File: config.mk
export PLATFORM = sky130hd
export DESIGN_NAME = jds_bonus_cell
export DESIGN_NICKNAME = d
export VERILOG_FILES = /design/src/rtl/jds_pkg.sv /design/src/rtl/jds_bonus_cell.sv
export SDC_FILE = /design/constraint.sdc
export NUM_CORES = 1
export LEC_CHECK = 0
export ABC_AREA = 0
export ABC_CLOCK_PERIOD_IN_PS = 3500
export BUFFER_PORTS_ARGS = -buffer_cell sky130_fd_sc_hd__buf_2
export CAP_MARGIN = 25
export CELL_PAD_IN_SITES_DETAIL_PLACEMENT = 1
export CELL_PAD_IN_SITES_GLOBAL_PLACEMENT = 2
export CORE_AREA = 3 3 92 94
export CTS_CLUSTER_SIZE = 20
export DETAILED_ROUTE_END_ITERATION = 8
export DIE_AREA = 0 0 95 97
export HOLD_SLACK_MARGIN = 0.1
export PLACE_DENSITY_LB_ADDON = 0.12
export SLEW_MARGIN = 15
export SYNTH_ARGS = -nofsm -noshare
export SYNTH_HDL_FRONTEND = slang
export SYNTH_SLANG_ARGS = --single-unit
File: constraint.sdc
create_clock -name clk -period 3.5 [get_ports clk]
set_input_delay 0.7 -clock clk [delete_from_list [all_inputs] [get_ports clk]]
set_output_delay 0.7 -clock clk [all_outputs]
set_load 0.005 [all_outputs]
File: src/rtl/jds_pkg.sv
// Shared types and constants for the unit job deadline scheduler.
package jds_pkg;

  localparam int BonusW    = 16;
  localparam int DeadlineW = 10;
  localparam int SumW      = 24;
  localparam int WcountW   = 5;
  localparam int LoadW     = 10;

  typedef struct packed {
    logic                 valid;
    logic [DeadlineW-1:0] deadline;
    logic [BonusW-1:0]    bonus;
  } task_entry_t;

  typedef struct packed {
    logic              valid;
    logic [BonusW-1:0] bonus;
  } bonus_entry_t;

  typedef enum logic [1:0] {
    TOP_HOLD,
    TOP_INS,
    TOP_POP
  } task_op_t;

  typedef enum logic [1:0] {
    BOP_HOLD,
    BOP_INS,
    BOP_REP,
    BOP_CLR
  } bonus_op_t;

  typedef enum logic {
    ST_LOAD,
    ST_SCHED
  } state_t;

endpackage

File: src/rtl/jds_bonus_cell.sv
// One cell of the accepted-bonus chain, kept sorted by rising bonus.
module jds_bonus_cell #(
  parameter bit HEAD = 1'b0
) (
  input  logic                        clk,
  input  logic                        rst,
  input  jds_pkg::bonus_op_t          op,
  input  logic [jds_pkg::BonusW-1:0]  bonus_in,
  input  jds_pkg::bonus_entry_t       prev,
  input  jds_pkg::bonus_entry_t       next,
  output jds_pkg::bonus_entry_t       own
);

  jds_pkg::bonus_entry_t own_next;
  jds_pkg::bonus_entry_t src_own;
  jds_pkg::bonus_entry_t src_prev;
  jds_pkg::bonus_entry_t ins_val;

  // A replace drops the head, so the chain is seen shifted by one first.
  always_comb begin
    src_own  = (op == jds_pkg::BOP_REP) ? next : own;
    src_prev = (op == jds_pkg::BOP_REP) ? own : prev;
    if (!HEAD && src_prev.valid && src_prev.bonus > bonus_in) begin
      ins_val = src_prev;
    end else if ((HEAD || src_prev.valid) &&
                 (!src_own.valid || src_own.bonus > bonus_in)) begin
      ins_val = '{valid: 1'b1, bonus: bonus_in};
    end else begin
      ins_val = src_own;
    end
  end

  always_comb begin
    unique case (op)
      jds_pkg::BOP_INS,
      jds_pkg::BOP_REP: own_next = ins_val;
      jds_pkg::BOP_CLR: own_next = '{valid: 1'b0, bonus: own.bonus};
      default:          own_next = own;
    endcase
  end

  always_ff @(posedge clk) begin
    if (rst) begin
      own.valid <= 1'b0;
    end else begin
      own <= own_next;
    end
  end

endmodule

=== Word-level counts from Yosys, hierarchy flattened ===
Index checks and enable logic that the tools add are counted.

* Input port bits: 54
* Bits in registers: 17
* Output and inout port bits: 17
* Word-level logic and storage cells: 21

* Equality and inequality tests: 3
* Reduce and logical (&&, ||, !) cells: 7
* Order comparisons: 2
* Bitwise operators: 2
* Muxes and demuxes: 5

{| class="wikitable"
|+ Operators by type and width
! operator !! count
|-
| $mux 17 || 4
|-
| $pmux 17 s2 || 1
|-
| $gt 16x16->1 || 2
|-
| $eq 2x2->1 const B || 2
|-
| $reduce_and 3->1 || 1
|-
| $eq 2x1->1 const B || 1
|-
| $logic_and 1x1->1 || 2
|-
| $not 1->1 || 2
|-
| $reduce_bool 2->1 || 1
|-
| $reduce_or 2->1 || 1
|-
| $logic_not 1->1 || 1
|-
| $logic_or 1x1->1 || 1
|}

=== Logic depth before layout (Yosys ltp) ===
Gate-level depths: netlist of run 1.

* Word-level depth: 8
* Mapped depth: 16
* Mapped depth without buffers: 11

=== Least setup slack after synthesis of run 1 ===
Ideal clock, no wire load.

* Path type: input port to flip-flop
* Start point: in op[0]
* End point: reg own[0] (netlist name) (data pin)
* Data required time: 3233 ps
* Data arrival time: 3472 ps
* Path slack: -239 ps
* Buffers on the path: 5
* Stages: 16
* Setup time: 267 ps
* Path through: inv_1 ha_1 buf_2 buf_2 buf_2 mux2i_1 inv_1 ha_1 a21oi_1 o21ai_0 a221o_1 o31a_1 nand2b_1 clkbuf_2 buf_4 o32ai_2

{| class="wikitable"
|+ RTL lines
! item !! RTL line !! text
|-
| from (decl) || jds_bonus_cell.sv:7 || <nowiki>input jds_pkg::bonus_op_t op,</nowiki>
|-
| to (signal assigned) || jds_bonus_cell.sv:46 || <nowiki>own <= own_next;</nowiki>
|-
| to (decl) || jds_bonus_cell.sv:11 || <nowiki>output jds_pkg::bonus_entry_t own</nowiki>
|}

==> results of run 1 <==
-- cell usage in the layout (no fill, tap or decap), types with 2 or more instances in the layout --
master and n:
a211oi_1 2, mux2i_1 27, ha_1 34, o22ai_1 5, a21oi_1 13, clkbuf_8 3
mux2_2 15, buf_4 24, o21ai_0 3, o211ai_1 2, a21o_1 3, inv_1 32
nand2_1 5, nor2b_1 2, buf_6 3, nor2_1 6, o22ai_2 10, nand4_1 5
edfxtp_1 16, mux2i_4 5, buf_2 70, mux2i_2 2, buf_12 2
-- worst register-to-register path: stages (launching register included) --
cell and delay (ps):
edfxtp_1 460, mux2i_4 180, inv_1 60, ha_1 280, a21o_1 180, a21o_1 170
a221o_1 340, o31a_1 250, or2_1 240, buf_6 160, o32ai_2 250
-- how the worst max path moves through the flow --
| stage | start | endpoint | cells after the start |
|---|---|---|---|
| floorplan | op[0] | own[10] | 13 |
| global placement | op[0] | own[1] | 14 |
| detailed placement | op[0] | own[1] | 13 |
| CTS | op[0] | own[0] | 14 |
| global route | op[0] | own[0] | 14 |
| finish | op[0] | own[0] | 14 |
-- synthesized netlist by cell type --
library cell and count:
o22ai_2 10, nor2b_1 2, edfxtp_1 16, nand4_1 5, and2_1 1, or2_1 1, o21ai_1 1, a21oi_1 13
nor3b_1 1, o21a_1 1, o32ai_2 1, nor2_1 6, buf_1 1, buf_6 3, a221o_1 1, buf_4 1
o31ai_4 1, a211oi_1 2, mux2_2 15, clkbuf_2 1, o31a_1 1, o21ai_0 3, nand2b_1 1, ha_1 35
and4_2 1, mux2i_1 34, nor4_1 2, o211ai_1 2, nand3_1 1, inv_1 32, o22ai_1 5, a21boi_1 1
a21o_1 3, o2bb2ai_1 1, nand2_1 5, dfxtp_1 1, a21boi_0 1, buf_2 3
-- through the flow --
step / worst slack (ps) / total power, mW
after detailed placement: -275 / 0.627
after CTS: 18.2 / 0.793
after floorplan: 7.35 / 0.490
after global routing: -2.85 / 0.873
after global placement: -306 / 0.622
final: 157 / 0.808
-- layer usage --
layer	global-route usage [%]	up-vias	wire, um
li1	-	988	-
met3	1.87	2	211
met5	0	-	0
met4	3.33	0	38
met1	18.2	925	2870
met2	25.5	31	3440
-- kinds of logic (layout without fill, tap and decap cells) --
family / Yosys count / after routing
and+or+nand+nor: 26 / 26
muxes: 49 / 49
adders and majority gates: 35 / 35
buffers and inverters: 41 / 136
DFF: 17 / 17
AOI/OAI and AO/OA: 47 / 47
-- timing repair --
action                                  in CTS  in global routing
gates cloned                                 0                  1
gates resized for setup                      1                 21
endpoints found under the setup margin       3                 16
pin swaps                                    0                  4
-- power breakdown --
group	internal, mW	switching, mW
clock network	0.0812	0.0827
logic	0.196	0.188
registers	0.247	0.0124
total	0.525	0.283
-- final cells by class --
| type | instances | area, um2 | area share (%) |
|---|---|---|---|
| clock buffer | 4 | 45.0 | 1.50 |
| tap | 102 | 128 | 4.25 |
| multi-input combinational | 157 | 1580 | 52.6 |
| inverter | 32 | 120 | 4.00 |
| sequential | 17 | 500 | 16.7 |
| timing repair buffer | 100 | 629 | 21.0 |
==> results.yml, run 1 <==
hold_path:
  hold_path.class: "flip-flop to flip-flop"
  hold_path_end: "own[16]"
  min_from: "own[16]"
  min_path_cells: 2
synthesis:
  synth.avg_cell_area_um2: 10.0
  synthXorXnorAreaFrac_pct: 0
  yosysSeqAreaShare_pct: 23.2
  yosys.area_share.simple_pct: 6.45
  ys_seq_elements: 17
  yosys.area.top_type: "edfxtp_1"
  synthTopCellsByArea: "edfxtp_1, ha_1, mux2i_1, mux2_2, o22ai_2"
  synthAdderAreaFrac_pct: 20.3
  postSynthNetCount: 304
  synth_top_family_by_area: "multiplexers"
  synth.area.mux_share_pct: 23.6
  synth_top_area_share_pct: 22.3
  synthCells: 215
  synthDistinctLibCells: 38
  synth-compound-area-share_pct: 17.7
  yosysWarnings: 0
  syn_area_um2: 2150
drt:
  firstDrtPassIters: 4
  drt_iter0_markers: 67
  vias: 1946
  wl_per_cell_um: 15.9
  drt-total-wl_um: 6560
  post_drt_via_cell_ratio: 4.72
  antenna_left: 0
  drc_errors: 0
placed_design:
  port_buffers: 70
  place_hpwl_um: 5340
  dp.cells: 407
  placed_area_um2: 2810
  place_congestion: 0.744
die:
  ios: 71
  core-area_um2: 7730
  die_y_um: 97
  rows: 32
  die_x_um: 95
  start_util_pct: 27.9
  die_area_um2: 9220
layout:
  fin_util_pct: 38.9
  final_cells: 412
  final_layout_size_suffix_gt1_share_pct: 46.1
  final_area_um2: 3000
  area_delta_synth_final_pct: 39.5
  fill_cells: 924
  top_register: "own"
  diodes: 0
  reg_top3: "own x17"
  num-nets-final: 400
  largest_reg_flops: 17
clock_network:
  holdBufCountCts: 0
  clk_pin_slew_ps: 80
  cts_setup_buffers: 0
  insertion_delay_ps: 260
  cts_tree: "done"
  clock-sinks: 17
  h-tree-depth: 1
  clockBufferDepth: 2
  cts_root_buffer: "clkbuf_8"
  cts_inserted_buffers: 3
critical_path:
  worstPathCellList: "buf_2 -> inv_1 -> ha_4 -> buf_12 -> mux2i_4 -> inv_1 -> ha_1 -> a21o_1 -> a21o_1 -> a221o_1 -> o31a_1 -> or2_1 -> buf_6 -> o32ai_2"
  cp_slowest_stage_delay_ps: 340
  worst-endpoint-required_ps: 3600
  worst-path-buf-inv: 5
  critPathKind: "input pin to flip-flop"
  cp_max_fo: 9
  arrival_ps: 3440
  r2r_setup_slack_ps: 770
  rr_endpoint: "own[0]"
  crit_path_end_kind: "flip-flop"
  reg2reg_depth: 10
  crit_slowest_cell: "a221o_1"
  crit_path_start_kind: "input pin"
  cpLargestDelayFamily: "compound AO/OA/AOI/OAI gates"
  timing.rr.start: "own[13]"
sta:
  max_freq_mhz: 299
  finalHoldViolations: 0
  holdWs_ps: 564
  period_share_pct: 95.5
  drv_slew: 0
  slew_headroom_pct: 80.5
  final-setup-viol-count: 0
  tightest_slew_ps: 284
  fin_skew_ps: 2.84
  finalCriticalPeriod_ps: 3340
  setup_tns_ps: 0
power_and_ir_drop:
  pwr_density_cell_nw_per_um2: 269
  worst_ir_drop_vdd_uv: 111
  leakagePower_nw: 1.47
global_route:
  grt_remaining_overflow: 0
  grt_pass1_wl_um: 10600
  first_global_vias: 2196
  grt.total_usage_pct: 14.4
  antenna_found_initial: 0
  grt_start_max_net_pins: 17
flow_run:
  drv_cap: 0
run_status:
  outcome: "completed"
Power figures use the tool's default switching activity.
==> inputs of run 2 (changes only) <==
- CELL_PAD_IN_SITES_DETAIL_PLACEMENT: 1 -> unset
- CELL_PAD_IN_SITES_GLOBAL_PLACEMENT: 2 -> unset
- CORE_AREA: 3 3 92 94 -> 3 3 72 74
- DIE_AREA: 0 0 95 97 -> 0 0 75 77
==> results.yml, run 2 (synthesis gave the netlist of run 1 again) <==
run_status:
  outcome: "completed"
sta:
  finalHoldViolations: 0
  slew_headroom_pct: 57.5
  max_freq_mhz: 293
  period_share_pct: 97.5
  setup_tns_ps: 0
  tightest_slew_ps: 635
  fin_skew_ps: 3.76
  finalCriticalPeriod_ps: 3410
  drv_slew: 0
  final-setup-viol-count: 0
die:
  ios: 71
  rows: 25
  die_y_um: 77
  die_x_um: 75
  start_util_pct: 46.2
  die_area_um2: 5780
  core-area_um2: 4660
power_and_ir_drop:
  leakagePower_nw: 1.44
  power_switching_mw: 0.261
  worst_ir_drop_vdd_uv: 181
  p_clk_share_pct: 20.7
  p_comb_share_pct: 45.9
  p_int_mw: 0.510
  p_seq_share_pct: 33.4
  netSwitchingFraction_pct: 33.8
  pwr_density_cell_nw_per_um2: 273
layout:
  area_delta_synth_final_pct: 31.3
  final_common_cell: "buf_2"
  final_cells: 363
  fill_cells: 410
  num-nets-final: 399
  largest_reg_flops: 17
  final_layout_size_suffix_gt1_share_pct: 44.3
  reg_top3: "own x17"
  fin_util_pct: 60.6
  top_register: "own"
  diodes: 0
  mostFrequentLayoutCells: "buf_2, ha_1, mux2i_1"
critical_path:
  cp-endpoint: "own[0]"
  reg2reg_depth: 10
  worstPathCellList: "buf_2 -> inv_2 -> ha_4 -> buf_8 -> buf_4 -> buf_4 -> mux2i_2 -> inv_1 -> ha_1 -> a21oi_1 -> o21ai_0 -> a221o_1 -> o31a_1 -> or2_1 -> buf_4 -> o32ai_2"
  rr_endpoint: "own[0]"
  cp_slowest_stage_delay_ps: 340
  critPathKind: "input pin to flip-flop"
  crit_slowest_cell: "a221o_1"
  crit_path_start_kind: "input pin"
  cpLargestDelayFamily: "compound AO/OA/AOI/OAI gates"
  crit_path_end_kind: "flip-flop"
  r2r_setup_slack_ps: 740
  crit_top_cell: "buf_4"
  cp_max_fo: 10
  critical_path_depth: 16
  worst-path-buf-inv: 7
  timing.rr.start: "own[13]"
  arrival_ps: 3510
  crit_start: "op[0]"
  worst-endpoint-required_ps: 3600
placed_design:
  place_congestion: 0.807
  place_hpwl_um: 4340
  dp.cells: 359
  port_buffers: 70
drt:
  drc_errors: 0
  vias: 1895
  post_drt_via_cell_ratio: 5.22
  drt-total-wl_um: 5080
  firstDrtPassIters: 4
  wl_per_cell_um: 14.0
  antenna_left: 0
  drt_iter0_markers: 21
clock_network:
  cts_root_buffer: "clkbuf_8"
  cts_inserted_buffers: 3
  post_cts_resized: 1
  cts_setup_buffers: 0
  insertion_delay_ps: 260
  holdBufCountCts: 0
  clk_pin_slew_ps: 80
  clockBufferDepth: 2
  clock-sinks: 17
  cts_tree: "done"
  h-tree-depth: 1
global_route:
  grt_pass1_wl_um: 8080
  first_global_vias: 1888
  grt.total_usage_pct: 17.4
  antenna_found_initial: 0
  grt_remaining_overflow: 0
  grt_start_max_net_pins: 17
hold_path:
  hold_path.class: "flip-flop to flip-flop"
flow_run:
  drv_cap: 0
==> run 2: per-stage QoR <==
step / instance area [um2] / power (mW) / hold WS, ps / worst slack (ps)
floorplan: 2180 / 0.490 / 522 / 7.35
global placement: 2740 / 0.608 / 539 / -462
detailed placement: 2760 / 0.615 / 565 / -276
CTS: 2810 / 0.778 / 576 / 9.83
global route: 2830 / 0.828 / 645 / -9.99
finish: 2830 / 0.771 / 574 / 88.7
==> run 2: layer usage <==
metal | up-vias | global-route usage, % | wire length [um]
li1 | 984 | - | -
met1 | 862 | 23.5 | 2420
met2 | 42 | 28.8 | 2390
met3 | 7 | 2.36 | 210
met4 | 0 | 4.27 | 58
met5 | - | 0 | 0
==> run 2: area by class of cell <==
type                            count  area, um2  share of cell area, %
Clock buffer                        3       41.3                   1.46
Clock inverter                      1       5.00                  0.177
Inverter                           32        120                   4.25
Multi-Input combinational cell    157       1500                   52.9
Sequential cell                    17        500                   17.7
Tap cell                           54       67.6                   2.39
Timing Repair Buffer               99        596                   21.1
==> run 2: worst min path at each step <==
stage | cells after the start | to | startpoint | slack (ps)
CTS | 2 | own[16] | own[16] | 580
detailed placement | 2 | own[16] | own[16] | 560
floorplan | 2 | own[16] | own[16] | 520
finish | 2 | own[16] | own[16] | 570
global route | 2 | own[16] | own[16] | 650
global placement | 2 | own[16] | own[16] | 540
==> run 2: worst min-delay path, cell delays in order (launching register included) <==
cell	delay, ps
dfxtp_1	340
a21oi_1	140
nor2_1	50
==> run 2: power groups by stage <==
stage / clock, mW / sequential [mW] / combinational, mW
floorplan: 0 / 0.263 / 0.228
global placement: 0 / 0.261 / 0.347
detailed placement: 0 / 0.262 / 0.353
CTS: 0.165 / 0.258 / 0.355
global route: 0.175 / 0.260 / 0.394
finish: 0.160 / 0.257 / 0.354
==> inputs of run 3 (changes only) <==
--- a/config.mk
+++ b/config.mk
@@ -10,8 +10,8 @@
 export BUFFER_PORTS_ARGS = -buffer_cell sky130_fd_sc_hd__buf_2
 export CAP_MARGIN = 25
-export CORE_AREA = 3 3 72 74
+export CORE_AREA = 2 2 71 73
 export CTS_CLUSTER_SIZE = 20
 export DETAILED_ROUTE_END_ITERATION = 8
-export DIE_AREA = 0 0 75 77
+export DIE_AREA = 0 0 73 75
 export HOLD_SLACK_MARGIN = 0.1
 export PLACE_DENSITY_LB_ADDON = 0.12
==> constraint.sdc (replaced) <==
create_clock -name clk -period 3.5 [get_ports clk]
set_input_delay 0.175 -clock clk [delete_from_list [all_inputs] [get_ports clk]]
set_output_delay 0.175 -clock clk [all_outputs]
set_load 0.005 [all_outputs]
==> results.yml, run 3 (synthesis gave the netlist of run 1 again) <==
layout:
  area_delta_synth_final_pct: 23.0
  final_cells: 344
  top_register: "own"
  mostFrequentLayoutCells: "buf_2, mux2i_1, ha_1"
  diodes: 0
  reg_top3: "own x17"
  final_common_cell: "buf_2"
  largest_reg_flops: 17
  num-nets-final: 380
  final_layout_size_suffix_gt1_share_pct: 38.6
placed_design:
  place_hpwl_um: 4030
  place_congestion: 0.772
  dp.cells: 339
  port_buffers: 70
sta:
  rsz0062_at_grt: "no"
  fin_skew_ps: 8.13
  slew_headroom_pct: 73.8
  finalHoldViolations: 0
  tightest_slew_ps: 381
  period_share_pct: 83.8
  finalCriticalPeriod_ps: 2930
  drv_slew: 0
  setup_tns_ps: 0
  max_freq_mhz: 341
  final-setup-viol-count: 0
drt:
  vias: 1798
  firstDrtPassIters: 4
  drc_errors: 0
  wl_per_cell_um: 14.1
  post_drt_via_cell_ratio: 5.23
  drt_iter0_markers: 46
  antenna_left: 0
  drt-total-wl_um: 4830
clock_network:
  h-tree-depth: 1
  cts_tree: "done"
  cts_inserted_buffers: 3
  cts_root_buffer: "clkbuf_8"
  cts_setup_buffers: 0
  clockBufferDepth: 2
  insertion_delay_ps: 260
  clk_pin_slew_ps: 60
  clock-sinks: 17
critical_path:
  arrival_ps: 2940
  worst-path-buf-inv: 4
  critPathKind: "input pin to flip-flop"
  worst-endpoint-required_ps: 3500
  cpLargestDelayFamily: "buffers and inverters"
  crit_slowest_cell: "mux2_2"
  crit_path_end_kind: "flip-flop"
  crit_top_cell: "buf_4"
  crit_path_start_kind: "input pin"
  worstPathCellList: "buf_2 -> inv_1 -> ha_2 -> buf_4 -> mux2_2 -> ha_1 -> nand4_1 -> nor4_1 -> a21boi_1 -> o31ai_4 -> buf_4 -> mux2i_1 -> o22ai_2"
  cp_max_fo: 14
  cp_slowest_stage_delay_ps: 380
global_route:
  antenna_found_initial: 0
  first_global_vias: 1769
  grt_remaining_overflow: 0
  grt_start_max_net_pins: 21
  grt.total_usage_pct: 18.3
  grt_pass1_wl_um: 7810
power_and_ir_drop:
  power_switching_mw: 0.246
  p_int_mw: 0.487
  pwr_density_cell_nw_per_um2: 277
  worst_ir_drop_vdd_uv: 171
  p_clk_share_pct: 20.8
  p_seq_share_pct: 35.0
  p_comb_share_pct: 44.2
  leakagePower_nw: 1.34
  netSwitchingFraction_pct: 33.5
hold_path:
  hold_path.class: "input pin to flip-flop"
flow_run:
  drv_cap: 0
die:
  rows: 25
  die_x_um: 73
  ios: 71
  core-area_um2: 4660
  start_util_pct: 46.2
  die_y_um: 75
  die_area_um2: 5480
run_status:
  outcome: "completed"
run 3: cell count changes in the layout (fill, tap and decap cells not counted):
cell           change
inv_2              -1
buf_8              -2
clkinv_2           -1
mux2i_2            -2
ha_4               -1
clkbuf_1           +1
a21boi_1           +1
buf_4             -18
dlygate4sd3_1      +1
ha_2               +1
inv_1              +1
a21boi_2           -1
mux2i_1            +2
run 3: layer usage:
metal	vias to the layer above	routed length (um)	GRT usage (%)
li1	953	-	-
met1	795	2320	23.4
met2	46	2300	32.4
met3	4	191	3.48
met4	0	27	3.09
met5	-	0	0
run 3: final cells by class:
| cell class | count | area, um2 |
|---|---|---|
| well taps | 54 | 67.6 |
| fillers | 428 | 2010 |
| inverters | 32 | 120 |
| flip-flops and latches | 17 | 500 |
| multi-input cells | 157 | 1480 |
| clock buffers | 4 | 45.0 |
| repair buffers | 80 | 440 |
run 3: repair_timing:
item	CTS	global route
endpoints found under the hold margin	1	0
hold buffers	1	0
gates resized for setup	0	0
run 3: per-stage QoR:
step                      cell area [um2]  setup WS (ps)  hold slack, ps  utilization (%)  power [mW]
after floorplan                      2150            286             247                -       0.486
after global placement               2590            291             369             55.7       0.581
after detailed placement             2590            260             368             55.7       0.585
after CTS                            2650            534             276             56.8       0.744
after global routing                 2650            352             294             56.8       0.791
final                                2650            565             281             56.8       0.734
run 3: tightest hold or removal path, stage by stage:
cell     delay (ps)
buf_2            90
mux2i_1          70
o22ai_2          80
run 3: power by group through the flow:
| stage | Sequential, mW | Combinational [mW] | Clock (mW) |
|---|---|---|---|
| finish | 0.257 | 0.324 | 0.153 |
| global route | 0.259 | 0.365 | 0.167 |
| CTS | 0.257 | 0.328 | 0.159 |
| detailed placement | 0.261 | 0.324 | 0 |
| global placement | 0.261 | 0.320 | 0 |
| floorplan | 0.262 | 0.223 | 0 |
run 3: path summary, 6_finish.rpt:
kind / from / to / slack [ps] / cells past startpoint
hold / removal: bonus_in[10] / own[10] / 280 / 3
setup reg to reg: own[13] / own[0] / 740 / 10
setup / recovery: op[0] / own[12] / 570 / 13
hold reg to reg: own[16] / own[16] / 540 / 2
