**src/rtl/jds_pkg.sv**
```systemverilog
// Shared types and constants for the unit job deadline scheduler.
package jds_pkg;

  localparam int BonusW    = 16;
  localparam int DeadlineW = 10;
  localparam int SumW      = 24;
  localparam int WcountW   = 5;
  localparam int LoadW     = 10;

  typedef struct packed {
    logic                 valid;
    logic [DeadlineW-1:0] deadline;
    logic [BonusW-1:0]    bonus;
  } task_entry_t;

  typedef struct packed {
    logic              valid;
    logic [BonusW-1:0] bonus;
  } bonus_entry_t;

  typedef enum logic [1:0] {
    TOP_HOLD,
    TOP_INS,
    TOP_POP
  } task_op_t;

  typedef enum logic [1:0] {
    BOP_HOLD,
    BOP_INS,
    BOP_REP,
    BOP_CLR
  } bonus_op_t;

  typedef enum logic {
    ST_LOAD,
    ST_SCHED
  } state_t;

endpackage

```
**src/rtl/jds_task_cell.sv**
```systemverilog
// One cell of the task chain, kept sorted by rising deadline in arrival order.
module jds_task_cell #(
  parameter bit HEAD = 1'b0
) (
  input  logic                clk,
  input  logic                rst,
  input  jds_pkg::task_op_t   op,
  input  jds_pkg::task_entry_t new_entry,
  input  jds_pkg::task_entry_t prev,
  input  jds_pkg::task_entry_t next,
  output jds_pkg::task_entry_t own
);

  jds_pkg::task_entry_t own_next;

  always_comb begin
    own_next = own;
    unique case (op)
      jds_pkg::TOP_INS: begin
        // Equal deadlines keep arrival order: a new task goes behind them.
        if (!HEAD && prev.valid && prev.deadline > new_entry.deadline) begin
          own_next = prev;
        end else if ((HEAD || prev.valid) &&
                     (!own.valid || own.deadline > new_entry.deadline)) begin
          own_next = new_entry;
        end
      end
      jds_pkg::TOP_POP: own_next = next;
      default: own_next = own;
    endcase
  end

  always_ff @(posedge clk) begin
    if (rst) begin
      own.valid <= 1'b0;
    end else begin
      own <= own_next;
    end
  end

endmodule

```
**config.mk**
```make
export PLATFORM = sky130hd
export DESIGN_NAME = jds_task_cell
export DESIGN_NICKNAME = d
export VERILOG_FILES = /design/src/rtl/jds_pkg.sv /design/src/rtl/jds_task_cell.sv
export SDC_FILE = /design/constraint.sdc
export NUM_CORES = 1
export LEC_CHECK = 0
export ABC_AREA = 1
export BUFFER_PORTS_ARGS = -buffer_cell sky130_fd_sc_hd__buf_2
export CAP_MARGIN = 15
export CORE_ASPECT_RATIO = 0.6
export CORE_MARGIN = 2
export CORE_UTILIZATION = 30
export DETAILED_ROUTE_END_ITERATION = 10
export GPL_TIMING_DRIVEN = 0
export PLACE_DENSITY = 0.56
export RECOVER_POWER = 100
export SYNTH_ARGS = -nofsm -noshare
export SYNTH_HDL_FRONTEND = slang
export SYNTH_SLANG_ARGS = --single-unit
```
**constraint.sdc**
```tcl
create_clock -name clk -period 3.8 [get_ports clk]
set_input_delay 0.38 -clock clk [delete_from_list [all_inputs] [get_ports clk]]
set_output_delay 0.38 -clock clk [all_outputs]
set_load 0.005 [all_outputs]
```
======== Word level (Yosys, flattened, before mapping) ========
Index checks and enable logic that the tools add are counted.
storage, ports and cells
  bits in latches ......................... 0
  output and inout port bits .............. 27
  bits in writable memories ............... 0
  memories ................................ 0
  ROM bits ................................ 0
  register bits after elaboration ......... 27
operators by class
  bitwise operators ....................... 1
  magnitude comparators ................... 2
  multiply operators ...................... 0
  reduce and logical (&&, ||, !) cells .... 7
  muxes and demuxes ....................... 3
  equality and inequality tests ........... 3
  shift-type cells ........................ 0
  add/sub/neg operators ................... 0
  divide/modulo/power cells ............... 0
operators with widths
  kind                count
  $mux 27             2
  $pmux 27 s2         1
  $gt 10x10->1        2
  $ne 3x3->1 const B  1
  $reduce_and 3->1    1
  $eq 2x1->1 const B  1
  $eq 2x2->1 const B  1
  $logic_and 1x1->1   2
  $reduce_and 2->1    1
  $reduce_bool 2->1   1
  $logic_not 1->1     1
  $logic_or 1x1->1    1
  $not 1->1           1

======== Depth between registers and ports, before layout ========
Gate-level depths: netlist (run 1).
  word-level depth ........................ 6
  gate-level depth with buffers ........... 15
  mapped depth without buffers ............ 15

======== Least setup slack after synthesis (run 1) ========
Ideal clock, no wire load.
  kind .................................... input to register
  start ................................... input new_entry[25] (netlist name)
  end ..................................... register own[0] (netlist name) (enable)
  stages on the path ...................... 12
  arrival ................................. 2447 ps
  setup time .............................. 409 ps
  slack ................................... 943 ps
  cells stage by stage .................... inv_1 -> ha_1 -> nand2_1 -> nor2_1 -> nand3_1 -> nand3_1 -> nand2_1 -> nand2_1 -> nand2_1 -> nand2_1 -> nand2_1 -> nor2_1
between the ends
  cells in the longest elaborated chain, start to end .. 5
  elaborated cells between the ends (all ways) .. 7
  classes of those cells .................. order compare: 2; eq/ne: 1; reduce/logical: 4
RTL lines
  element                       RTL line             source
  start: declaration            jds_task_cell.sv:8   input jds_pkg::task_entry_t new_entry,
  $gt 10x10->1                  jds_task_cell.sv:24  (!own.valid || own.deadline > new_entry.deadline)) begin
  $logic_or 1x1->1              jds_task_cell.sv:24
  $logic_and 1x1->1             jds_task_cell.sv:23  end else if ((HEAD || prev.valid) &&
  $ne 3x3->1 (no line) *        n/a
  $reduce_and 3->1 (no line) *  n/a
  end signal: assignment        jds_task_cell.sv:37  own <= own_next;
  end: declaration              jds_task_cell.sv:11  output jds_pkg::task_entry_t own
Mark *: on every way between the ends. The rest lies on a longest branch, timed or not.
A chain may end at the register's enable or synchronous reset.

======== Worst setup path after layout (run 1) ========
  start ................................... register own[25] (netlist name)
  end ..................................... register own[25] (netlist name) (enable)
between the ends
  cells in the longest elaborated chain, start to end .. 5
RTL lines
  element                     RTL line
  $gt 10x10->1                jds_task_cell.sv:24
  $logic_or 1x1->1            jds_task_cell.sv:24
  $logic_and 1x1->1           jds_task_cell.sv:23
  $ne 3x3->1 (no line)        n/a
  $reduce_and 3->1 (no line)  n/a
Every way passes these cells.

==> run metrics, run 1 <==
max FFs per register 27; commonest non-fill, non-tap cell in the layout buf_2; Final ANT Viol Nets 0; DP Wirelength 4.594 mm; dpl cells 446; Wirelength per Cell 12.60 um; Critical Path Fanout Max 18; Worst EP arrival 2.80 ns; # diodes 0; most frequent cells in the layout 95 x buf_2, 69 x nand2_1, 28 x o21ai_0, 26 x inv_1, 26 x edfxtp_1; Residual DRC 0; gpl congestion 0.7903; asr flop ratio synth 0; Post-Route WL 5.668 mm; # setup viols final 0; period utilization 0.7394; final net count 474; post-synthesis cell type count 25; total global routing overflow 0; number of H-tree levels 1; via count 1,991; Total Neg Setup Slack 0 ns; # rows 22; status finished, final reports clean; Yosys warnings 0; Leakage 1.316 nW; Avg Vias per Cell 4.424; Initial Util 0.3164; vias in the first global route 1,721; sinks on the clock net 27; largest net degree at the start of global routing 19; synthesized instance count 250; CORE AREA 6248 um2; Die Height 66.88 um; synthesized area per cell 7.908 um2; critical path data required time 3.79 ns; Total Routing Usage GR 0.1549; clk root buf clkbuf_8; Layout Skew 0.009141 ns; Worst IR Drop VDD 0.1766 mV; largest registers own: 27 flops; Clock transition at path regs 0.10 ns; flops & latches, synth 27; Post-synth EDFFs 26; die width 108.8 um; Die ar. 7277 um2; post-CTS sizing 0; Clock Tree Buf Depth 2; CTS tree built; Peak Freq 355.9 MHz; RSZ-0062 raised after global routing no; worst hold path class input pin to flop; Slew @ Worst Pin 1.039 ns; initial antenna violation count 0; cts bufs inserted 3; PortBufs 111; top_reg_cell synth edfxtp_1; first-pass GRT wire length 8.507 mm; Layout Cells excl Fill 450; worst hold slack 0.3551 ns; Startpoint Class flop; Pre-Repair DR Iteration Count 4; Skew-Pair Late Insertion Delay 0.28 ns; min Tclk post-route 2.810 ns; power per cell area 281.7 nW/um2; Final Max Tran Viols 0; synthesis-to-layout area growth 34.62%; postcts setup bufs 0; Ports 112; crit end category flop; Hold Fails Final Rpt 0; relative max-transition margin 0.3045; # hold bufs at CTS 0; share of layout cells above drive strength 1 0.2951; Crit Path Category flop to flop; initial DRC count 95; syn nets 357; Mapped Area 1977 um2; sequential share of the synthesized area 0.4051; Max Cap Viol 0; Biggest register own
[worst paths after layout]
check,start,endpoint,slack [ns],depth (start not counted)
worst max-delay path,own[25],own[25],0.99,12
worst min-delay path,rst,own[26],0.36,4
worst max register to register,own[25],own[25],0.99,12
worst min register to register,own[26],own[26],0.57,2
[cells by family after synthesis]
| family | after synthesis | share of synthesized area |
|---|---|---|
| AND/OR/NAND/NOR | 103 | 0.2139 |
| flip-flops | 27 | 0.4051 |
| AO/OA/AOI/OAI | 60 | 0.1557 |
| adder cells (fa/ha/maj) | 22 | 0.1392 |
| buffers and inverters | 38 | 0.08607 |
[cells in the mapped netlist (all sizes together), types with 2 or more instances]
| master | n | area share |
|---|---|---|
| o21ai | 52 | 0.13 |
| nand4 | 2 | 0.0063 |
| nand2 | 70 | 0.14 |
| buf | 6 | 0.024 |
| ha | 22 | 0.14 |
| nand3 | 5 | 0.015 |
| clkbuf | 3 | 0.0057 |
| a21oi | 5 | 0.013 |
| nor2 | 25 | 0.051 |
| inv | 29 | 0.056 |
| edfxtp | 26 | 0.39 |
[through the flow]
step           total power (W)    util  setup WS [ns]  instance area [um2]
2_1_floorplan        0.0004981       -         0.9434                 1977
3_3_place_gp         0.0005956  0.4221        0.09319                 2638
3_5_place_dp         0.0006045  0.4269          1.134                 2668
4_1_cts              0.0007733  0.4343          1.257                 2714
5_1_grt              0.0007999  0.4259         0.7484                 2661
6_report             0.0007497  0.4259         0.9904                 2661
[final cells by class]
class | instances | area [um2]
Fill cell | 651 | 3587
Multi-Input combinational cell | 185 | 998.5
Sequential cell | 27 | 800.8
Timing Repair Buffer | 112 | 560.5
Inverter | 29 | 110.1
Tap cell | 84 | 105.1
Clock buffer | 3 | 41.29
Buffer | 9 | 40.04
Clock inverter | 1 | 5.005
[power by group]
group	switching (W)	internal (W)
clock network	0.0000931	0.0000735
logic	0.000122	0.0000945
registers	0.00000872	0.000358
[layer usage]
metal	vias to the layer above	GRT usage	wire length [um]
met2	82	0.2297	2186
li1	1062	-	-
met3	2	0.04892	523
met5	-	0	0
met4	0	0.01442	17
met1	845	0.2258	2941
[worst max-delay path, stage by stage, from the launching register on]
cell and delay (ns):
edfxtp_1 0.42, ha_1 0.31, nand2_1 0.06, nor2_1 0.18, nand3_1 0.10, nand3_1 0.09
nand2_1 0.07, nand2_1 0.06, nand2_1 0.04, nand2_1 0.09, nand2_1 0.07, nor2_1 0.78
buf_16 0.24
Note: power is estimated with default switching activity, not from simulation.
==> run 2: changes to the inputs <==
--- a/config.mk
+++ b/config.mk
@@ -5,7 +5,7 @@
 export SDC_FILE = /design/constraint.sdc
 export NUM_CORES = 1
 export LEC_CHECK = 0
-export ABC_AREA = 1
+export ABC_AREA = 0
 export BUFFER_PORTS_ARGS = -buffer_cell sky130_fd_sc_hd__buf_2
 export CAP_MARGIN = 15
 export CORE_ASPECT_RATIO = 0.6
==> constraint.sdc (replaced) <==
create_clock -name clk -period 2.6 [get_ports clk]
set_input_delay 0.26 -clock clk [delete_from_list [all_inputs] [get_ports clk]]
set_output_delay 0.26 -clock clk [all_outputs]
set_load 0.005 [all_outputs]
==> run metrics, run 2 <==
commonest non-fill, non-tap cell in the layout buf_2; Post-Route WL 5.278 mm (-6.9%); Comb power frac 0.284 (-0.005); main combinational cell family by area after synthesis compound AO/OA/AOI/OAI gates; number of H-tree levels 1 (unchanged); share of power burned in registers 0.495 (+0.006); syn nets 299 (-16%); DP Wirelength 4.380 mm (-4.7%); Leakage 1.184 nW (-10%); R2R setup slack 0.36 ns (-0.63 ns); Synth top area share 0.4023 (+0.007384); Startpoint Class input pin; total global routing overflow 0 (unchanged); # setup viols final 0 (unchanged); worst r2r src own[24]; top cells by area, synth edfxtp_1 40%, ha_1 14%, mux2i_1 13%; die width 107.8 um (-0.89%); Final Max Tran Viols 0 (unchanged); share of layout cells above drive strength 1 0.3442 (+0.04907); largest registers own: 27 flops; Slew @ Worst Pin 0.5181 ns (-0.5213 ns); Worst EP arrival 2.27 ns (-0.53 ns); Reg2Reg Depth 6 (-6); min Tclk post-route 2.286 ns; Avg Vias per Cell 4.617 (+4.4%); most frequent cells in the layout 94 x buf_2, 31 x nand2_1, 26 x mux2i_1, 26 x edfxtp_1, 25 x o21ai_0; switching share of power 0.2744 (-0.02443); worst hold slack 0.1951 ns (-0.1600 ns); RSZ-0062 raised after global routing no; gpl congestion 0.7614 (-3.7%); initial DRC count 68 (-28%); PortBufs 111 (unchanged); top_reg_cell synth edfxtp_1; Clock power frac 0.221 (about the same); sinks on the clock net 27 (unchanged); status finished, final reports clean; post-synthesis simple-gate area fraction 0.1032 (-0.1108); final net count 416 (-12%); Final ANT Viol Nets 0 (unchanged); post-synthesis xor/xnor area fraction 0 (unchanged); Post-Synth Adder-Cell Area 0.1418 (+0.002603); power per cell area 408.7 nW/um2 (+45%); clk root buf clkbuf_8; met2 usage in global routing 0.2256 (-0.004059); Critical Path Fanout Max 16 (-2); r2r endpoint own[18]; period utilization 0.8794; Peak Freq 437.4 MHz; post-synthesis cell type count 29 (+16%); CTS tree built; via count 1,810 (-9.1%); Biggest register own; Layout Skew 0.005715 ns (-0.003427 ns); Synth top cells by count 31 x nand2_1, 27 x o21ai_1, 26 x edfxtp_1, 26 x mux2i_1, 22 x ha_1; post-synthesis mux area share 0.1341 (+0.1341); most common cell in the netlist nand2_1; Design Power 0.001079 W (+44%); met1 Usage GRT 0.2136 (-0.01221); crit path from new_entry[21]; Die Height 66.30 um (-0.87%); vias in the first global route 1,656 (-3.8%); Total Routing Usage GR 0.1477 (-0.007186); grt met3 use 0.03941 (-0.009515); Hold Fails Final Rpt 0 (unchanged); worst hold path class input pin to flop; Initial Util 0.3133 (-0.003046); Wirelength per Cell 13.46 um (+6.9%); Ports 112 (unchanged); synthesized instance count 192 (-23%); Clock transition at path regs 0.09 ns (about the same); busiest grt layer met2; largest net degree at the start of global routing 17 (-2); Residual DRC 0 (unchanged); relative max-transition margin 0.6546 (+0.3501); Skew-Pair Late Insertion Delay 0.27 ns (about the same); CORE AREA 6193 um2 (-0.88%); Mapped Area 1941 um2 (-1.8%); initial antenna violation count 0 (unchanged); P_int 0.0007830 W (+49%); Die ar. 7149 um2 (-1.8%); # rows 22 (unchanged); Max Cap Viol 0 (unchanged); post-synthesis compound-gate area fraction 0.1457 (-0.009984); CP endpoint own[18]; synthesis-to-layout area growth 36.04%; Clock Tree Buf Depth 2 (unchanged); Synth area leader edfxtp_1; Crit Path Category input pin to flop; synthesized area per cell 10.11 um2 (+28%); max FFs per register 27 (unchanged); Post-synth EDFFs 26 (unchanged); cts bufs inserted 3 (unchanged); # diodes 0 (unchanged); critical path data required time 2.59 ns (-1.20 ns); sequential share of the synthesized area 0.4126 (+0.007574); flops & latches, synth 27 (unchanged); first-pass GRT wire length 8.128 mm (-4.5%); # hold bufs at CTS 0 (unchanged); Pre-Repair DR Iteration Count 4 (unchanged); Psw 0.0002962 W (+32%); crit end category flop; Worst IR Drop VDD 0.1943 mV (+10%); asr flop ratio synth 0 (unchanged); Yosys warnings 0 (unchanged)
run 2: cell types whose count changed after synthesis, moves of 3 or more:
cell / before / now
mux2i_1: 0 / 26
nor2_1: 24 / 4
o21ai_1: 45 / 27
clkbuf_1: 3 / 6
nand2_1: 68 / 31
o21ai_0: 7 / 4
inv_1: 26 / 16
run 2: worst max-delay path, stage by stage:
cell      delay, ns
clkbuf_1       0.09
inv_1          0.06
ha_1           0.33
and4_4         0.20
nand4_1        0.08
nand2_1        0.05
a31oi_1        0.23
buf_6          0.22
buf_12         0.16
o21a_2         0.37
buf_16         0.20
run 2: cells by family after synthesis:
logic type	after synthesis
AO/OA/AOI/OAI	47
adder cells (fa/ha/maj)	22
buffers and inverters	25
flip-flops	27
multiplexers	26
AND/OR/NAND/NOR	45
run 2: what timing repair did:
| item | 4_1_cts | 5_1_grt |
|---|---|---|
| resized for setup | 0 | 1 |
| setup endpoints to repair | 0 | 16 |
| buffers inserted | 0 | 0 |
run 2: layout make-up:
| cell class | count | area [um2] |
|---|---|---|
| clock buffers | 4 | 45.04 |
| well taps | 84 | 105.1 |
| multi-input cells | 140 | 1006 |
| repair buffers | 112 | 561.8 |
| inverters | 16 | 60.06 |
| flip-flops and latches | 27 | 800.8 |
| plain buffers | 9 | 61.31 |
| fillers | 639 | 3553 |
run 2: worst min path at each step:
stage / startpoint / end / slack [ns] / depth (start not counted)
2_1_floorplan: rst / own[26] / 0.37 / 1
3_3_place_gp: rst / own[26] / 0.49 / 2
3_5_place_dp: rst / own[26] / 0.49 / 2
4_1_cts: rst / own[26] / 0.19 / 2
5_1_grt: rst / own[26] / 0.20 / 2
6_report: rst / own[26] / 0.20 / 2
run 2: stage by stage:
| stage | setup slack [ns] | instances | area [um2] | utilization | TNS (ns) |
|---|---|---|---|---|---|
| 6_report | 0.3136 | 392 | 2640 | 0.4263 | 0 |
| 5_1_grt | 0.1142 | 392 | 2640 | 0.4263 | 0 |
| 4_1_cts | 0.1326 | 392 | 2674 | 0.4317 | 0 |
| 3_5_place_dp | -0.1590 | 388 | 2629 | 0.4244 | -2.526 |
| 3_3_place_gp | -0.4987 | 387 | 2601 | 0.4200 | -12.93 |
| 2_1_floorplan | 0.1304 | 192 | 1941 | - | 0 |
run 2: power by group through the flow:
stage | combinational [W] | clock, W | sequential (W)
detailed placement | 0.000325 | 0 | 0.000544
CTS | 0.000326 | 0.000255 | 0.000534
finish | 0.000306 | 0.000238 | 0.000534
global route | 0.000351 | 0.000273 | 0.000537
global placement | 0.000310 | 0 | 0.000545
floorplan | 0.000170 | 0 | 0.000547
run 2: per-layer routing:
metal,routed length [um],part of all wire
met5,0,0
met2,2086,0.40
met3,516,0.098
met1,2658,0.50
met4,17,0.0032
==> run 3: changes to the inputs <==
--- a/config.mk
+++ b/config.mk
@@ -8,12 +8,14 @@
 export ABC_AREA = 0
 export BUFFER_PORTS_ARGS = -buffer_cell sky130_fd_sc_hd__buf_2
 export CAP_MARGIN = 15
+export CELL_PAD_IN_SITES_DETAIL_PLACEMENT = 1
+export CELL_PAD_IN_SITES_GLOBAL_PLACEMENT = 1
 export CORE_ASPECT_RATIO = 0.6
 export CORE_MARGIN = 2
 export CORE_UTILIZATION = 30
 export DETAILED_ROUTE_END_ITERATION = 10
 export GPL_TIMING_DRIVEN = 0
-export PLACE_DENSITY = 0.56
+export PLACE_DENSITY = 0.75
 export RECOVER_POWER = 100
 export SYNTH_ARGS = -nofsm -noshare
 export SYNTH_HDL_FRONTEND = slang
==> run metrics, run 3 (synthesis results as in run 2) <==
status finished, final reports clean; Layout Cells excl Fill 392 (unchanged); most frequent cells in the layout 96 x buf_2, 31 x nand2_1, 26 x mux2i_1, 26 x edfxtp_1, 25 x o21ai_0; PortBufs 111 (unchanged); hold wc startpoint rst; Crit Path Category input pin to flop; R2R setup slack 0.34 ns (-0.02 ns); largest net degree at the start of global routing 15 (-2); # setup viols final 0 (unchanged); Reg2Reg Depth 6 (unchanged); die width 107.8 um (unchanged); Final Max Tran Viols 0 (unchanged); dpl cells 388 (unchanged); Wirelength per Cell 15.12 um (+12%); Worst Path Buf+Inv 5 (unchanged); Biggest register own; worst hold path class input pin to flop; total global routing overflow 0 (unchanged); r2r endpoint own[13]; commonest non-fill, non-tap cell in the layout buf_2; CTS tree built; postcts setup bufs 0 (unchanged); pre-CTS WS -0.3176 ns (-0.1586 ns); CP delay by family, top buffers and inverters; fin util 0.4267 (about the same); Skew-Pair Late Insertion Delay 0.27 ns (about the same); grt met3 use 0.05320 (+0.01379); share of layout cells above drive strength 1 0.3506 (+0.006494); critical path's slowest cell o21a_2; # hold bufs at CTS 0 (unchanged); Final ANT Viol Nets 0 (unchanged); post-CTS sizing 1 (+1); relative max-transition margin 0.6361 (-0.01852); Worst EP arrival 2.36 ns (+0.09 ns); initial DRC count 34 (-50%); worst r2r src own[24]; initial antenna violation count 1 (+1); busiest grt layer met2; Residual DRC 0 (unchanged); Die Height 66.30 um (unchanged); area occupied by registers 800.8 um2 (unchanged); first-pass GRT wire length 9.156 mm (+13%); Leakage 1.190 nW (+0.47%); period utilization 0.9136 (+0.03416); number of H-tree levels 1 (unchanged); Max Cap Viol 0 (unchanged); synthesis-to-layout area growth 36.17% (about the same); Die ar. 7149 um2 (unchanged); min Tclk post-route 2.375 ns (+0.08881 ns); met2 usage in global routing 0.2673 (+0.04167); Slew @ Worst Pin 0.5459 ns (+0.02778 ns); crit end category flop; Clock Tree Buf Depth 2 (unchanged); clk root buf clkbuf_8; Initial Util 0.3133 (unchanged); Final WS setup 0.2248 ns (-0.08881 ns); Startpoint Class input pin; Post-Route WL 5.926 mm (+12%); Clock transition at path regs 0.10 ns (about the same); Fill cells 768 (+20%); Total Routing Usage GR 0.1662 (+0.01846); Ports 112 (unchanged); gpl congestion 0.7603 (-0.14%); final instance area 2643 um2 (about the same); # rows 22 (unchanged); Peak Freq 421.0 MHz (-3.7%); placed instance area 2629 um2 (unchanged); final net count 416 (unchanged); crit path cell chain buf_2 -> inv_1 -> ha_1 -> and4_4 -> nand4_1 -> nand2_1 -> a31oi_1 -> buf_6 -> buf_12 -> o21a_2 -> buf_16; max FFs per register 27 (unchanged); DP Wirelength 5.018 mm (+15%); Pre-Repair DR Iteration Count 4 (unchanged); largest registers own: 27 flops; Worst IR Drop VDD 0.2217 mV (+14%); Multi-input gate area 1006 um2 (unchanged); via count 1,827 (+0.94%); WHS Path Cells 2 (unchanged); vias in the first global route 1,871 (+13%); critical path data required time 2.59 ns (about the same); met1 Usage GRT 0.2224 (+0.008865); crit path from new_entry[23]; Hold Fails Final Rpt 0 (unchanged); critical path's largest stage delay 0.42 ns (+0.05 ns); sinks on the clock net 27 (unchanged); # diodes 0 (unchanged); power per cell area 411.9 nW/um2 (+0.78%); Avg Vias per Cell 4.661 (+0.94%); Critical Path Fanout Max 14 (-2); Layout Skew 0.01208 ns (+0.006366 ns); CORE AREA 6193 um2 (unchanged); RSZ-0062 raised after global routing no; hold endpoint own[26]; cts bufs inserted 3 (unchanged)
==> run 3: cell type report <==
cell class                 count  area share
inverter                      16     0.02273
multi-input combinational    140      0.3807
timing repair buffer         112      0.2135
tap                           84     0.03977
sequential                    27      0.3030
clock buffer                   4     0.01705
buffer                         9     0.02320
==> run 3: how the worst max path moves through the flow <==
| stage | to | slack (ns) | cells past startpoint |
|---|---|---|---|
| after detailed placement | own[16] | -0.32 | 11 |
| final | own[13] | 0.22 | 11 |
| after floorplan | own[0] | 0.13 | 9 |
| after global placement | own[16] | -0.49 | 10 |
| after global routing | own[14] | 0.05 | 11 |
| after CTS | own[12] | 0.23 | 11 |
==> run 3: routing by layer <==
| layer | vias to the layer above | share of wire |
|---|---|---|
| met3 | 4 | 0.084 |
| met5 | - | 0 |
| met4 | 0 | 0.0057 |
| met1 | 817 | 0.50 |
| li1 | 927 | - |
| met2 | 79 | 0.41 |
==> run 3: where the power goes <==
part	total [W]	leakage, nW	internal [W]	switching [W]
sequential	0.000535	0.252	0.000522	0.0000131
combinational	0.000313	0.915	0.000153	0.000161
clock	0.000240	0.0228	0.000110	0.000131
total	0.00109	1.19	0.000784	0.000304
==> run 3: stage by stage <==
step	setup TNS [ns]	hold WS [ns]	total power, W
after detailed placement	-6.424	0.4990	0.0008769
after global placement	-12.70	0.4904	0.0008557
after floorplan	0	0.3739	0.0007165
after global routing	0	0.1847	0.001163
final	0	0.1985	0.001089
after CTS	0	0.1912	0.001124
